$ cat config.mk
export PLATFORM = sky130hd
export DESIGN_NAME = source_char_lexer
export DESIGN_NICKNAME = d
export VERILOG_FILES = /design/src/sclex_pkg.sv /design/src/sclex_dp.sv /design/src/sclex_ctrl.sv /design/src/source_char_lexer.sv
export SDC_FILE = /design/constraint.sdc
export NUM_CORES = 1
export LEC_CHECK = 0
export BUFFER_PORTS_ARGS = -buffer_cell sky130_fd_sc_hd__clkbuf_2
export CAP_MARGIN = 20
export CORE_ASPECT_RATIO = 0.6
export CORE_MARGIN = 3
export CORE_UTILIZATION = 25
export DETAILED_ROUTE_END_ITERATION = 8
export PLACE_DENSITY = 0.4
export SLEW_MARGIN = 10
export SYNTH_ARGS = -nofsm -noshare
export SYNTH_HDL_FRONTEND = slang
export SYNTH_SLANG_ARGS = --single-unit
$ cat constraint.sdc
create_clock -name clk -period 7.6 [get_ports clk]
set_clock_uncertainty 0.05 [all_clocks]
set_input_delay 1.52 -clock clk [delete_from_list [all_inputs] [get_ports clk]]
set_output_delay 1.52 -clock clk [all_outputs]
set_load 0.01 [all_outputs]
$ cat src/sclex_pkg.sv
`timescale 1ns / 1ps
// Shared types, token and error codes, and character helpers for the lexer.
// Depends on nothing; used by sclex_ctrl, sclex_dp and source_char_lexer.
package sclex_pkg;

	// Token kinds
	localparam logic [3:0] KIND_NAME   = 4'd0;
	localparam logic [3:0] KIND_EXIT   = 4'd1;
	localparam logic [3:0] KIND_PRINT  = 4'd2;
	localparam logic [3:0] KIND_CONST  = 4'd3;
	localparam logic [3:0] KIND_INT    = 4'd4;
	localparam logic [3:0] KIND_STRING = 4'd5;
	localparam logic [3:0] KIND_SEMI   = 4'd6;
	localparam logic [3:0] KIND_POPEN  = 4'd7;
	localparam logic [3:0] KIND_PCLOSE = 4'd8;
	localparam logic [3:0] KIND_EQUAL  = 4'd9;
	localparam logic [3:0] KIND_NUMBER = 4'd10;
	localparam logic [3:0] KIND_TEXT   = 4'd11;

	// Error codes
	localparam logic [2:0] ERR_NONE     = 3'd0;
	localparam logic [2:0] ERR_UNKNOWN  = 3'd1;
	localparam logic [2:0] ERR_LINEBRK  = 3'd2;
	localparam logic [2:0] ERR_NO_QUOTE = 3'd3;
	localparam logic [2:0] ERR_TOO_LONG = 3'd4;

	localparam int NUM_KW = 5;

	typedef enum logic [3:0] {
		CC_SPACE,
		CC_CRLF,
		CC_LETTER,
		CC_DIGIT,
		CC_DASH,
		CC_QUOTE,
		CC_SEMI,
		CC_POPEN,
		CC_PCLOSE,
		CC_EQUAL,
		CC_OTHER
	} char_class_t;

	// One result word as requested by the controller
	typedef struct packed {
		logic       valid;
		logic [3:0] kind;
		logic       has_char;
		logic       token_last;
		logic [2:0] err;
		logic       run_last;
	} emit_t;

	typedef struct packed {
		logic  load_char;
		logic  append;
		logic  clear;
		logic  rd_start;
		logic  rd_next;
		emit_t emit;
	} dp_cmd_t;

	typedef struct packed {
		char_class_t cls;
		logic        full;
		logic        len_zero;
		logic        last_char;
		logic        kw_hit;
		logic [3:0]  kw_kind;
		logic        out_free;
	} dp_status_t;

	// Classify one source byte; CR and LF kept apart since quotes reject them
	function automatic char_class_t classify(logic [7:0] c);
		char_class_t r;
		if (c == 8'h0A || c == 8'h0D)
			r = CC_CRLF;
		else if (c == 8'h20 || (c >= 8'h09 && c <= 8'h0D))
			r = CC_SPACE;
		else if ((c >= "a" && c <= "z") || (c >= "A" && c <= "Z") || c == "_")
			r = CC_LETTER;
		else if (c >= "0" && c <= "9")
			r = CC_DIGIT;
		else if (c == "-")
			r = CC_DASH;
		else if (c == 8'h22)
			r = CC_QUOTE;
		else if (c == ";")
			r = CC_SEMI;
		else if (c == "(")
			r = CC_POPEN;
		else if (c == ")")
			r = CC_PCLOSE;
		else if (c == "=")
			r = CC_EQUAL;
		else
			r = CC_OTHER;
		return r;
	endfunction

	// Keyword lengths: exit, print, const, int, string
	function automatic logic [2:0] kw_len(logic [2:0] k);
		logic [2:0] r;
		case (k)
			3'd0: r = 3'd4;
			3'd1: r = 3'd5;
			3'd2: r = 3'd5;
			3'd3: r = 3'd3;
			3'd4: r = 3'd6;
			default: r = 3'd0;
		endcase
		return r;
	endfunction

	// Keyword character at a position, left aligned in a six-byte word
	function automatic logic [7:0] kw_char(logic [2:0] k, logic [2:0] pos);
		logic [47:0] w;
		logic [7:0]  r;
		case (k)
			3'd0: w = {"exit", 16'h0000};
			3'd1: w = {"print", 8'h00};
			3'd2: w = {"const", 8'h00};
			3'd3: w = {"int", 24'h000000};
			3'd4: w = "string";
			default: w = 48'h0;
		endcase
		if (pos < 3'd6)
			r = w[47 - 8 * pos -: 8];
		else
			r = 8'h00;
		return r;
	endfunction

endpackage

$ cat src/sclex_dp.sv
`timescale 1ns / 1ps
// Lexer datapath: character register, token text memory, length and keyword
// match tracking, read pointer and output word register. Uses sclex_pkg.
module sclex_dp #(
	parameter int MAX_TOKEN_LEN = 32
) (
	input  logic                  clk,
	input  logic                  arst_n,
	input  logic [7:0]            in_char,
	input  sclex_pkg::dp_cmd_t    cmd,
	output sclex_pkg::dp_status_t status,
	output logic                  out_valid,
	input  logic                  out_ready,
	output logic [3:0]            out_kind,
	output logic                  out_has_char,
	output logic [7:0]            out_text_char,
	output logic [4:0]            out_char_index,
	output logic                  out_token_last,
	output logic [2:0]            out_error_code,
	output logic                  out_run_last
);
	import sclex_pkg::*;

	localparam int AW = (MAX_TOKEN_LEN > 1) ? $clog2(MAX_TOKEN_LEN) : 1;
	localparam int LW = $clog2(MAX_TOKEN_LEN + 1);

	logic [7:0]        char_q;
	logic [7:0]        mem_q [MAX_TOKEN_LEN];
	logic [7:0]        rdata_q;
	logic [AW-1:0]     rd_idx_q;
	logic [AW-1:0]     rd_addr;
	logic [LW-1:0]     len_q;
	logic [NUM_KW-1:0] kw_ok_q;
	logic [NUM_KW-1:0] kw_upd;
	logic              kw_hit;
	logic [3:0]        kw_kind;
	logic              out_free;

	logic              out_valid_q;
	logic [3:0]        kind_q;
	logic              has_q;
	logic [7:0]        text_q;
	logic [4:0]        idx_q;
	logic              tlast_q;
	logic [2:0]        err_q;
	logic              rlast_q;

	// Pick the read address so the next text word is ready when the current one leaves
	always_comb begin
		if (cmd.rd_start)
			rd_addr = '0;
		else if (cmd.rd_next)
			rd_addr = rd_idx_q + AW'(1);
		else
			rd_addr = rd_idx_q;
	end

	// Hold the input byte, write text, read with registered data
	always_ff @(posedge clk) begin
		if (cmd.load_char)
			char_q <= in_char;
		if (cmd.append)
			mem_q[len_q[AW-1:0]] <= char_q;
		rdata_q  <= mem_q[rd_addr];
		rd_idx_q <= rd_addr;
	end

	// Advance keyword match flags with each appended character
	always_comb begin
		for (int k = 0; k < NUM_KW; k++) begin
			kw_upd[k] = kw_ok_q[k] && (len_q < LW'(kw_len(3'(k))))
				&& (char_q == kw_char(3'(k), len_q[2:0]));
		end
	end

	// Resolve a keyword from the flags and the final length
	always_comb begin
		kw_hit  = 1'b0;
		kw_kind = KIND_NAME;
		for (int k = 0; k < NUM_KW; k++) begin
			if (kw_ok_q[k] && len_q == LW'(kw_len(3'(k)))) begin
				kw_hit  = 1'b1;
				kw_kind = 4'(k + 1);
			end
		end
	end

	// Track text length and keyword flags
	always_ff @(posedge clk or negedge arst_n) begin
		if (!arst_n) begin
			len_q   <= '0;
			kw_ok_q <= '1;
		end else if (cmd.clear) begin
			len_q   <= '0;
			kw_ok_q <= '1;
		end else if (cmd.append) begin
			len_q   <= len_q + LW'(1);
			kw_ok_q <= kw_upd;
		end
	end

	assign out_free = !out_valid_q || out_ready;

	// Hold the output word until it is taken
	always_ff @(posedge clk or negedge arst_n) begin
		if (!arst_n) begin
			out_valid_q <= 1'b0;
		end else if (cmd.emit.valid) begin
			out_valid_q <= 1'b1;
		end else if (out_ready) begin
			out_valid_q <= 1'b0;
		end
	end

	// Load output word fields
	always_ff @(posedge clk) begin
		if (cmd.emit.valid) begin
			kind_q  <= cmd.emit.kind;
			has_q   <= cmd.emit.has_char;
			text_q  <= cmd.emit.has_char ? rdata_q : 8'h00;
			idx_q   <= cmd.emit.has_char ? 5'(rd_idx_q) : 5'd0;
			tlast_q <= cmd.emit.token_last;
			err_q   <= cmd.emit.err;
			rlast_q <= cmd.emit.run_last;
		end
	end

	always_comb begin
		status.cls       = classify(char_q);
		status.full      = (len_q == LW'(MAX_TOKEN_LEN));
		status.len_zero  = (len_q == '0);
		status.last_char = ((LW'(rd_idx_q) + LW'(1)) == len_q);
		status.kw_hit    = kw_hit;
		status.kw_kind   = kw_kind;
		status.out_free  = out_free;
	end

	assign out_valid      = out_valid_q;
	assign out_kind       = kind_q;
	assign out_has_char   = has_q;
	assign out_text_char  = text_q;
	assign out_char_index = idx_q;
	assign out_token_last = tlast_q;
	assign out_error_code = err_q;
	assign out_run_last   = rlast_q;

endmodule

$ cat src/sclex_ctrl.sv
`timescale 1ns / 1ps
// Lexer controller: input handshake, lexing mode and the token flush sequence.
// Drives sclex_dp through dp_cmd_t and reads dp_status_t. Uses sclex_pkg.
module sclex_ctrl (
	input  logic                  clk,
	input  logic                  arst_n,
	input  logic                  in_valid,
	output logic                  in_ready,
	input  logic                  in_action,
	input  sclex_pkg::dp_status_t status,
	output sclex_pkg::dp_cmd_t    cmd
);
	import sclex_pkg::*;

	typedef enum logic [2:0] {
		MODE_IDLE,
		MODE_WORD,
		MODE_NUMBER,
		MODE_TEXT,
		MODE_ERROR
	} lex_mode_t;

	typedef enum logic [1:0] {
		ST_IN,
		ST_DO,
		ST_FLUSH
	} fsm_state_t;

	fsm_state_t state_q, state_d;
	lex_mode_t  mode_q, mode_d;
	logic       act_q, act_d;
	logic [3:0] fl_kind_q, fl_kind_d;
	logic       fl_follow_q, fl_follow_d;
	logic       fl_rl_q, fl_rl_d;

	logic       do_flush;
	logic [3:0] fl_kind;
	logic       fl_follow;
	logic       fl_rl;
	logic       fresh_emits;

	function automatic emit_t mk_emit(logic [3:0] kind, logic has, logic tl,
	                                  logic [2:0] err, logic rl);
		emit_t e;
		e.valid      = 1'b1;
		e.kind       = kind;
		e.has_char   = has;
		e.token_last = tl;
		e.err        = err;
		e.run_last   = rl;
		return e;
	endfunction

	function automatic logic [3:0] punct_kind(char_class_t c);
		logic [3:0] r;
		case (c)
			CC_SEMI:   r = KIND_SEMI;
			CC_POPEN:  r = KIND_POPEN;
			CC_PCLOSE: r = KIND_PCLOSE;
			CC_EQUAL:  r = KIND_EQUAL;
			default:   r = KIND_NAME;
		endcase
		return r;
	endfunction

	// A character that gives a result of its own when seen between tokens
	assign fresh_emits = !(status.cls == CC_SPACE || status.cls == CC_CRLF
		|| status.cls == CC_LETTER || status.cls == CC_DIGIT || status.cls == CC_QUOTE);

	assign in_ready = (state_q == ST_IN);

	// Next state and datapath commands
	always_comb begin
		cmd         = '0;
		state_d     = state_q;
		mode_d      = mode_q;
		act_d       = act_q;
		fl_kind_d   = fl_kind_q;
		fl_follow_d = fl_follow_q;
		fl_rl_d     = fl_rl_q;
		do_flush    = 1'b0;
		fl_kind     = KIND_NAME;
		fl_follow   = 1'b0;
		fl_rl       = 1'b1;

		case (state_q)
			ST_IN: begin
				if (in_valid) begin
					cmd.load_char = 1'b1;
					act_d         = in_action;
					state_d       = ST_DO;
				end
			end

			ST_DO: begin
				if (act_q) begin
					// End of source: flush, report open quote, then reset
					case (mode_q)
						MODE_WORD: begin
							do_flush = 1'b1;
							fl_kind  = KIND_NAME;
						end
						MODE_NUMBER: begin
							do_flush = 1'b1;
							fl_kind  = KIND_NUMBER;
						end
						MODE_TEXT: begin
							if (status.out_free) begin
								cmd.emit  = mk_emit(KIND_NAME, 1'b0, 1'b1, ERR_NO_QUOTE, 1'b1);
								cmd.clear = 1'b1;
								mode_d    = MODE_IDLE;
								state_d   = ST_IN;
							end
						end
						default: begin
							cmd.clear = 1'b1;
							mode_d    = MODE_IDLE;
							state_d   = ST_IN;
						end
					endcase
				end else begin
					case (mode_q)
						MODE_ERROR: begin
							state_d = ST_IN;
						end
						MODE_TEXT: begin
							if (status.cls == CC_QUOTE) begin
								do_flush = 1'b1;
								fl_kind  = KIND_TEXT;
							end else if (status.cls == CC_CRLF || status.full) begin
								if (status.out_free) begin
									cmd.emit  = mk_emit(KIND_NAME, 1'b0, 1'b1,
										(status.cls == CC_CRLF) ? ERR_LINEBRK : ERR_TOO_LONG, 1'b1);
									cmd.clear = 1'b1;
									mode_d    = MODE_ERROR;
									state_d   = ST_IN;
								end
							end else begin
								cmd.append = 1'b1;
								state_d    = ST_IN;
							end
						end
						MODE_WORD, MODE_NUMBER: begin
							if ((mode_q == MODE_NUMBER && status.cls == CC_DIGIT)
								|| (mode_q == MODE_WORD && (status.cls == CC_LETTER
								|| status.cls == CC_DIGIT || status.cls == CC_DASH))) begin
								if (!status.full) begin
									cmd.append = 1'b1;
									state_d    = ST_IN;
								end else if (status.out_free) begin
									cmd.emit  = mk_emit(KIND_NAME, 1'b0, 1'b1, ERR_TOO_LONG, 1'b1);
									cmd.clear = 1'b1;
									mode_d    = MODE_ERROR;
									state_d   = ST_IN;
								end
							end else begin
								// Token ends; the character is handled again afterwards
								do_flush  = 1'b1;
								fl_kind   = (mode_q == MODE_WORD) ? KIND_NAME : KIND_NUMBER;
								fl_follow = 1'b1;
								fl_rl     = !fresh_emits;
							end
						end
						default: begin
							// Between tokens
							case (status.cls)
								CC_SPACE, CC_CRLF: begin
									state_d = ST_IN;
								end
								CC_LETTER: begin
									cmd.append = 1'b1;
									mode_d     = MODE_WORD;
									state_d    = ST_IN;
								end
								CC_DIGIT: begin
									cmd.append = 1'b1;
									mode_d     = MODE_NUMBER;
									state_d    = ST_IN;
								end
								CC_QUOTE: begin
									mode_d  = MODE_TEXT;
									state_d = ST_IN;
								end
								CC_SEMI, CC_POPEN, CC_PCLOSE, CC_EQUAL: begin
									if (status.out_free) begin
										cmd.emit = mk_emit(punct_kind(status.cls), 1'b0, 1'b1,
											ERR_NONE, 1'b1);
										state_d  = ST_IN;
									end
								end
								default: begin
									if (status.out_free) begin
										cmd.emit  = mk_emit(KIND_NAME, 1'b0, 1'b1, ERR_UNKNOWN, 1'b1);
										cmd.clear = 1'b1;
										mode_d    = MODE_ERROR;
										state_d   = ST_IN;
									end
								end
							endcase
						end
					endcase
				end
			end

			ST_FLUSH: begin
				// Emit one text word per cycle while the output is free
				if (status.out_free) begin
					cmd.emit = mk_emit(fl_kind_q, 1'b1, status.last_char, ERR_NONE,
						status.last_char && fl_rl_q);
					if (status.last_char) begin
						cmd.clear = 1'b1;
						mode_d    = MODE_IDLE;
						state_d   = fl_follow_q ? ST_DO : ST_IN;
					end else begin
						cmd.rd_next = 1'b1;
					end
				end
			end

			default: begin
				state_d = ST_IN;
			end
		endcase

		// Start a flush: keyword or empty text is one word, otherwise walk the text
		if (do_flush) begin
			if ((fl_kind == KIND_NAME && status.kw_hit) || status.len_zero) begin
				if (status.out_free) begin
					cmd.emit  = mk_emit(status.kw_hit ? status.kw_kind : fl_kind, 1'b0, 1'b1,
						ERR_NONE, fl_rl);
					cmd.clear = 1'b1;
					mode_d    = MODE_IDLE;
					state_d   = fl_follow ? ST_DO : ST_IN;
				end
			end else begin
				cmd.rd_start = 1'b1;
				fl_kind_d    = fl_kind;
				fl_follow_d  = fl_follow;
				fl_rl_d      = fl_rl;
				state_d      = ST_FLUSH;
			end
		end
	end

	// Hold state, mode and flush settings
	always_ff @(posedge clk or negedge arst_n) begin
		if (!arst_n) begin
			state_q     <= ST_IN;
			mode_q      <= MODE_IDLE;
			act_q       <= 1'b0;
			fl_kind_q   <= KIND_NAME;
			fl_follow_q <= 1'b0;
			fl_rl_q     <= 1'b0;
		end else begin
			state_q     <= state_d;
			mode_q      <= mode_d;
			act_q       <= act_d;
			fl_kind_q   <= fl_kind_d;
			fl_follow_q <= fl_follow_d;
			fl_rl_q     <= fl_rl_d;
		end
	end

endmodule

$ cat src/source_char_lexer.sv
`timescale 1ns / 1ps
// Character-serial lexer top level; uses sclex_pkg, sclex_ctrl and sclex_dp.
// A character is taken in the input state and decoded in the state after it, which
// registers its first result word; a walked text token registers its first word from the
// flush state. No character is taken before the last is decoded; a walked token emits one
// word per text character, a keyword one word, and the ending character is decoded again.
// Reset (arst_n low) clears mode, text length and output valid at once; no clearing pass.
module source_char_lexer #(
	parameter int MAX_TOKEN_LEN = 32
) (
	input  logic        clk,
	input  logic        arst_n,
	input  logic        s_axis_tvalid,
	output logic        s_axis_tready,
	input  logic [7:0]  s_axis_tdata,  // [7:0] char_in
	input  logic [0:0]  s_axis_tuser,  // [0] action
	output logic        m_axis_tvalid,
	input  logic        m_axis_tready,
	output logic [23:0] m_axis_tdata,  // [7:0] text_char, [12:8] char_index,
	                                   // [13] token_last, [16:14] error_code, zero fill
	output logic [4:0]  m_axis_tuser,  // [3:0] token_kind, [4] has_char
	output logic        m_axis_tlast   // run_last
);
	import sclex_pkg::*;

	dp_cmd_t    cmd;
	dp_status_t status;
	logic [3:0] out_kind;
	logic       out_has_char;
	logic [7:0] out_text_char;
	logic [4:0] out_char_index;
	logic       out_token_last;
	logic [2:0] out_error_code;
	logic       out_run_last;

	sclex_ctrl u_ctrl (
		.clk       (clk),
		.arst_n    (arst_n),
		.in_valid  (s_axis_tvalid),
		.in_ready  (s_axis_tready),
		.in_action (s_axis_tuser[0]),
		.status    (status),
		.cmd       (cmd)
	);

	sclex_dp #(
		.MAX_TOKEN_LEN (MAX_TOKEN_LEN)
	) u_dp (
		.clk            (clk),
		.arst_n         (arst_n),
		.in_char        (s_axis_tdata),
		.cmd            (cmd),
		.status         (status),
		.out_valid      (m_axis_tvalid),
		.out_ready      (m_axis_tready),
		.out_kind       (out_kind),
		.out_has_char   (out_has_char),
		.out_text_char  (out_text_char),
		.out_char_index (out_char_index),
		.out_token_last (out_token_last),
		.out_error_code (out_error_code),
		.out_run_last   (out_run_last)
	);

	// Pack the result word
	assign m_axis_tdata = {7'd0, out_error_code, out_token_last, out_char_index, out_text_char};
	assign m_axis_tuser = {out_has_char, out_kind};
	assign m_axis_tlast = out_run_last;

endmodule

# Yosys cells after proc, flatten, opt, wreduce, memory -nomap -nowiden
# Memories as Yosys holds them, arrays and structs flattened. A register that Yosys moved wholly into a read port is not among the register bits.
# Cells that the tools add are included.
# W data, S select, Z words.
# op_classes
shifts,5
n_reduce_logical,52
addsub,4
div,0
bitwise,1
mux,135
multipliers,0
eq_ne,36
magnitude_cmp,13
# op_table
operator,n
$shiftx A55 B33 Y8 const A,5
$mux W11,14
$mux W4,16
$eq A8 B6 Y1 const B,7
$mux W3,15
$pmux W11 S2,2
$mux W1,43
$eq A8 B8 Y1,5
$mux W8,5
$mux W2,19
$pmux W11 S3,1
$logic_and A1 B1 Y1,23
$mux W5,4
$eq A6 B3 Y1 const B,3
$lt A6 B3 Y1 const B,3
$pmux W2 S3,3
$eq A4 B3 Y1 const B,4
$eq A8 B4 Y1 const B,2
$ge A8 B7 Y1 const B,2
$le A8 B7 Y1 const B,2
$pmux W4 S4,1
$logic_or A1 B1 Y1,14
$mux W12,1
$mux W6,2
other kinds (40),50
# totals
ramBits,256
rom_bits,0
regBits,60
inputBits,13
n_memories,1
elab_cells,265
latch_bits,0
# mem_list
name,words,word_bits,read_ports,rd_ports_with_merged_regs,write_ports,line,rtl
u_dp.mem_q,32,8,1,1,1,sclex_dp.sv:28,logic [7:0] mem_q [MAX_TOKEN_LEN];

# Logic depth before layout (Yosys ltp)
# logic_depth
ltp_word,26
depth_mapped,16

# Cells and area by module
# From an unflattened synthesis, not the netlist that was laid out.
# unflattened
hier_cells,1576
area_unflattened_um2,16952.5
# modules_own_cells
module,area_each_um2,cells_per_inst,instances
sclex_dp,15329.7,1341,1
sclex_ctrl,1551.5,225,1
source_char_lexer,71.3,10,1

# Least setup slack after synthesis
# Ideal clock, no wire load.
# synth_path
kind,register to register
startpoint,register u_dp.char_q[5]
endpoint,memory u_dp.mem_q[27][0] (enable)
setup_time_ns,0.383
required_ns,7.167
slack_ns,3.628
arrival_time_ns,3.538
path_stages_with_launch,9
path_cell_list,edfxtp_1 or4b_4 or4_1 inv_1 o21ai_0 a311o_1 a21oi_1 nand2_1 nor3_1
# synth_between
elab_chain_cells,22
# synth_rtl
item,line,rtl
start: declaration,sclex_dp.sv:27,logic [7:0] char_q;
start signal: assignment,sclex_dp.sv:61,char_q <= in_char;
$eq A8 B6 Y1,sclex_pkg.sv:93,"else if (c == ""="")"
$mux W2,sclex_pkg.sv:93,
$mux W4,sclex_pkg.sv:91,"else if (c == "")"")"
$mux W4,sclex_pkg.sv:89,"else if (c == ""("")"
$mux W4,sclex_pkg.sv:87,"else if (c == "";"")"
$mux W4,sclex_pkg.sv:85,else if (c == 8'h22)
$mux W4,sclex_pkg.sv:83,"else if (c == ""-"")"
$mux W4,sclex_pkg.sv:81,"else if (c >= ""0"" && c <= ""9"")"
[... 6 more ...],-,
$logic_and A1 B1 Y1,sclex_ctrl.sv:145,|| (mode_q == MODE_WORD && (status.cls == CC_LETTER
$logic_or A1 B1 Y1,sclex_ctrl.sv:145,
$mux W2,sclex_ctrl.sv:144,if ((mode_q == MODE_NUMBER && status.cls == CC_DIGIT)
$pmux W2 S3 *,sclex_ctrl.sv:122,case (mode_q)
$mux W1 *,sclex_ctrl.sv:96,if (act_q) begin
$mux W1 *,sclex_ctrl.sv:86,case (state_q)
$mux W1 *,sclex_dp.sv:62,if (cmd.append)
$mux W1 (implied by the code) *,sclex_dp.sv:63,mem_q[len_q[AW-1:0]] <= char_q;
end: declaration,sclex_dp.sv:28,
# Every way passes the cells marked *; elsewhere a longest branch is shown, timed or not.

# Worst setup path in the final report
# layout_path
startpoint,register u_dp.char_q[4]
endpoint,memory u_dp.mem_q[15][1] (enable)
# Same word-level chain as after synthesis.

==> impl_results.md <==
* Cell Rows at between 60 and 70
* WS Path Type: register to register
* Int Pwr at about 4.0 mW
* Setup TNS at 0 ps
* Root buffer cell: clkbuf_16
* First-pass GRT wire length at roughly 71000 µm
* Top cell type's share of synthesized area at between 50% and 60%
* Vias in the first global route at about 9500
* Avg Vias per Cell at slightly above 5
* Fin. Hold Viols at 0
* Mux cell area share after synthesis at around 2.5%
* # IOs at 45
* 1st-pass router iterations at 5
* Worst path bufs/invs at 2
* Commonest non-fill, non-tap cell in the layout: edfxtp_1
* Pin count of the biggest net entering global routing at 62
* Final HPWL DP at between 30000 and 40000 µm
* CORE AREA at roughly 0.057 mm²
* Reg-to-reg endpoint: u_dp.mem_q[15][1]
* GRT Total Usage at around 16%
* Slew of the pin with the lowest slew margin at roughly 1000 ps
* DIE AREA at just over 0.06 mm²
* Final worst-path setup slack at ~2200 ps
* Worst Hold Class: register to register
* Main combinational cell family by area after synthesis: compound AO/OA/AOI/OAI gates
* Placed cell areas at ~0.016 mm²
* Final setup viols at 0
* Crit-path cells: or4b_4 > or4_1 > inv_1 > o21ai_0 > a311o_1 > a21oi_1 > buf_4 > nand2_1 > nor2_1
* Hold Path End: u_ctrl.fl_kind_q[0]
* Simple-Gate Fraction of Synth Area at around an eighth
* # diodes at 0
* Sink Count at ~320
* Util after Layout at a little under 30%
* RSZ-0062 raised after global routing: no
* Setup slack, reg-to-reg at 2240 ps
* Reg2reg start: u_dp.char_q[4]
* Count of cell types in the netlist at just over 80
* Hold Crit Depth at 2
* Mapped Cells at around 1200
* Type of origin of the critical path: register
* Period minus WS final at about 5400 ps
* Sw Ratio at between 40% and 50%
* Post-Place Setup Slack at about 2300 ps
* Hold Startpoint: u_ctrl.fl_kind_q[0]
* DR DRC count at 0
* Initial antenna violation count at 0
* Switching pwr at slightly above 3 mW
* Worst vdd ir at around 0.23 mV
* Worst Reg-to-Reg Cells at 9
* Worst-skew pair later-pin latency at 600 ps
* Status: completed
* GP Congestion at 0.913
* Clk network pwr share at between 20 and 25%
* Number of port buffers at 37
* Leading area contributor after synthesis: edfxtp_1
* Flop pwr share at between 30% and 40%
* Combinational power share at 43.6%
* 1st-iter DRT viols at roughly 1200
* Layout area overhead at 13.6%
* Die W at between 300 and 400 µm
* Crit-path max FO at 15
* CTS Hold Bufs at 0
* Post-CTS Resized at 0
* CTS buffer count at 30
* Total of max-cap violations at 0
* Share of layout cells above drive strength 1 at approximately 11%
* H-tree depth at 1
* Adder-Cell Fraction of Synth Area at under 10%
* Synth top area cells: edfxtp_1 59%, nand2_1 3.5%, dfrtp_1 2.9%
* Routed via count at ~10000
* Clock-pin slew on the worst setup and hold paths at ~70 ps
* P per Cell Area at around 430 mW/mm²
* Setup Buffers After CTS at 0
* Fmax at between 0.15 and 0.2 GHz
* Syn Area/Cell at about 12 µm²
* Fill cells at about 5800
* Ys Warns at 0
* Initial Utilization at between 20 and 30%
* EDFF count, synth at around 290
* WP data required at between 7000 and 8000 ps
* Synthesized area at ~0.015 mm²
* Synth async-reset ratio at 6.83%
* Critical Path AT at 5500 ps
* Nets at between 1000 and 1500
* Crit path max-delay family: simple AND/OR/NAND/NOR gates
* Compound-Gate Fraction of Synth Area at roughly 14%
* LEAKAGE at around 5.5 nW
* Final instance area at 0.0166 mm²
* Wirelength per Cell at about 25 µm
* Post-synthesis sequential area ratio at between 60% and 70%
* Seq cells post-synth at ~320
* Ys flop type: edfxtp_1
* Crit-path slowest cell: nor2_1
* Antenna-violating nets left at 0
* Crit. End Element: register
* Overflow after GRT at 0
* Final wirelength at around 49000 µm
* Xor/xnor cell area share of the yosys netlist at 1.97%
* Slew HR at between 30 and 40%
* Most frequent cells in the layout: 287 x edfxtp_1, 135 x nand2_1, 71 x nor2_1
* Worst path max stage delay at around 990 ps
* Die Span Y at 193 µm
* CTS tree: yes
* Total power at between 7 and 8 mW
* Clock Path Buffers at 3
* Max Transition Viols Final at 0
* Fin crit share at between 70 and 80%
[state kept, by name, indices dropped and copies added (netlist names)]
signal and cells:
u_dp.out_error_code 3, u_dp.out_kind 4, u_dp.mem_q 256, u_dp.out_token_last 1
u_dp.out_run_last 1, u_ctrl.act_q 1, u_ctrl.state_q 2, u_ctrl.mode_q 3
u_dp.rdata_q 8, u_ctrl.fl_rl_q 1, u_ctrl.fl_follow_q 1, u_dp.out_text_char 8
u_dp.out_char_index 5, u_dp.len_q 6, u_dp.kw_ok_q 5, u_dp.out_has_char 1
u_dp.out_valid 1, u_dp.char_q 8, u_ctrl.fl_kind_q 2, u_dp.rd_idx_q 5
[cell usage after synthesis, drive strengths merged, types with 17 or more instances]
| cell | number |
|---|---|
| xor2 | 17 |
| o21ai | 43 |
| buf | 42 |
| a211oi | 23 |
| inv | 17 |
| nand2 | 137 |
| nor2 | 73 |
| and2 | 18 |
| a21oi | 62 |
| o22ai | 44 |
| dfrtp | 17 |
| and3 | 18 |
| edfxtp | 287 |
| a32oi | 26 |
| nor3 | 30 |
| mux2i | 36 |
| nand3 | 22 |
| clkbuf | 38 |
[how the worst max path moves through the flow]
stage | end | cells after the start | start
final | u_dp.mem_q[15][1] | 9 | u_dp.char_q[4]
after global routing | u_dp.mem_q[15][6] | 10 | u_dp.char_q[6]
after CTS | u_dp.mem_q[15][0] | 9 | u_dp.char_q[4]
after detailed placement | u_dp.rdata_q[4] | 10 | m_axis_tready
after global placement | u_dp.mem_q[15][3] | 9 | u_dp.char_q[4]
after floorplan | u_dp.mem_q[27][0] | 8 | u_dp.char_q[5]
[metal layers]
metal | part of all wire, % | vias up | GRT usage [%]
li1 | - | 4550 | -
met1 | 53 | 5180 | 26.5
met2 | 35 | 369 | 18.3
met3 | 10 | 46 | 5.34
met4 | 1.3 | 0 | 2.18
met5 | 0 | - | 0
[metrics by stage]
step                      hold slack (ps)  instances
final                                 447       1972
after global routing                  482       1972
after CTS                             440       1971
after detailed placement              424       1917
after global placement                412       1917
after floorplan                       397       1177
[cell families (layout without fill, tap and decap cells)]
| logic type | count (synthesis) | after routing |
|---|---|---|
| and+or+nand+nor | 365 | 365 |
| buffers and inverters | 97 | 133 |
| xor gates and xnor gates | 32 | 32 |
| muxes | 37 | 37 |
| DFF | 322 | 322 |
| other | 1 | 7 |
| AOI/OAI and AO/OA | 304 | 304 |
| adders and majority gates | 13 | 13 |
[tightest hold or removal path, cell delays in order, from the launching register on]
cell and delay (ps):
dfrtp_1 350, nand2_1 50, o21ai_0 60
[area by class of cell]
cell class | instances | area (µm²) | area share [%]
clock buffers | 35 | 769 | 4.63
repair buffers | 62 | 393 | 2.36
inverters | 17 | 63.8 | 0.384
well taps | 759 | 950 | 5.72
clock inverters | 19 | 246 | 1.48
flip-flops and latches | 322 | 9440 | 56.8
multi-input cells | 758 | 4760 | 28.6
[power by group through the flow]
stage                     registers (mW)  logic [mW]  clock network [mW]
after floorplan                     2.32        2.02                   0
final                               2.39        3.08                1.59
after detailed placement            2.42        3.00                   0
after global placement              2.43        3.03                   0
after CTS                           2.39        3.01                1.63
after global routing                2.41        3.30                1.71
Power figures use the tool's default switching activity.
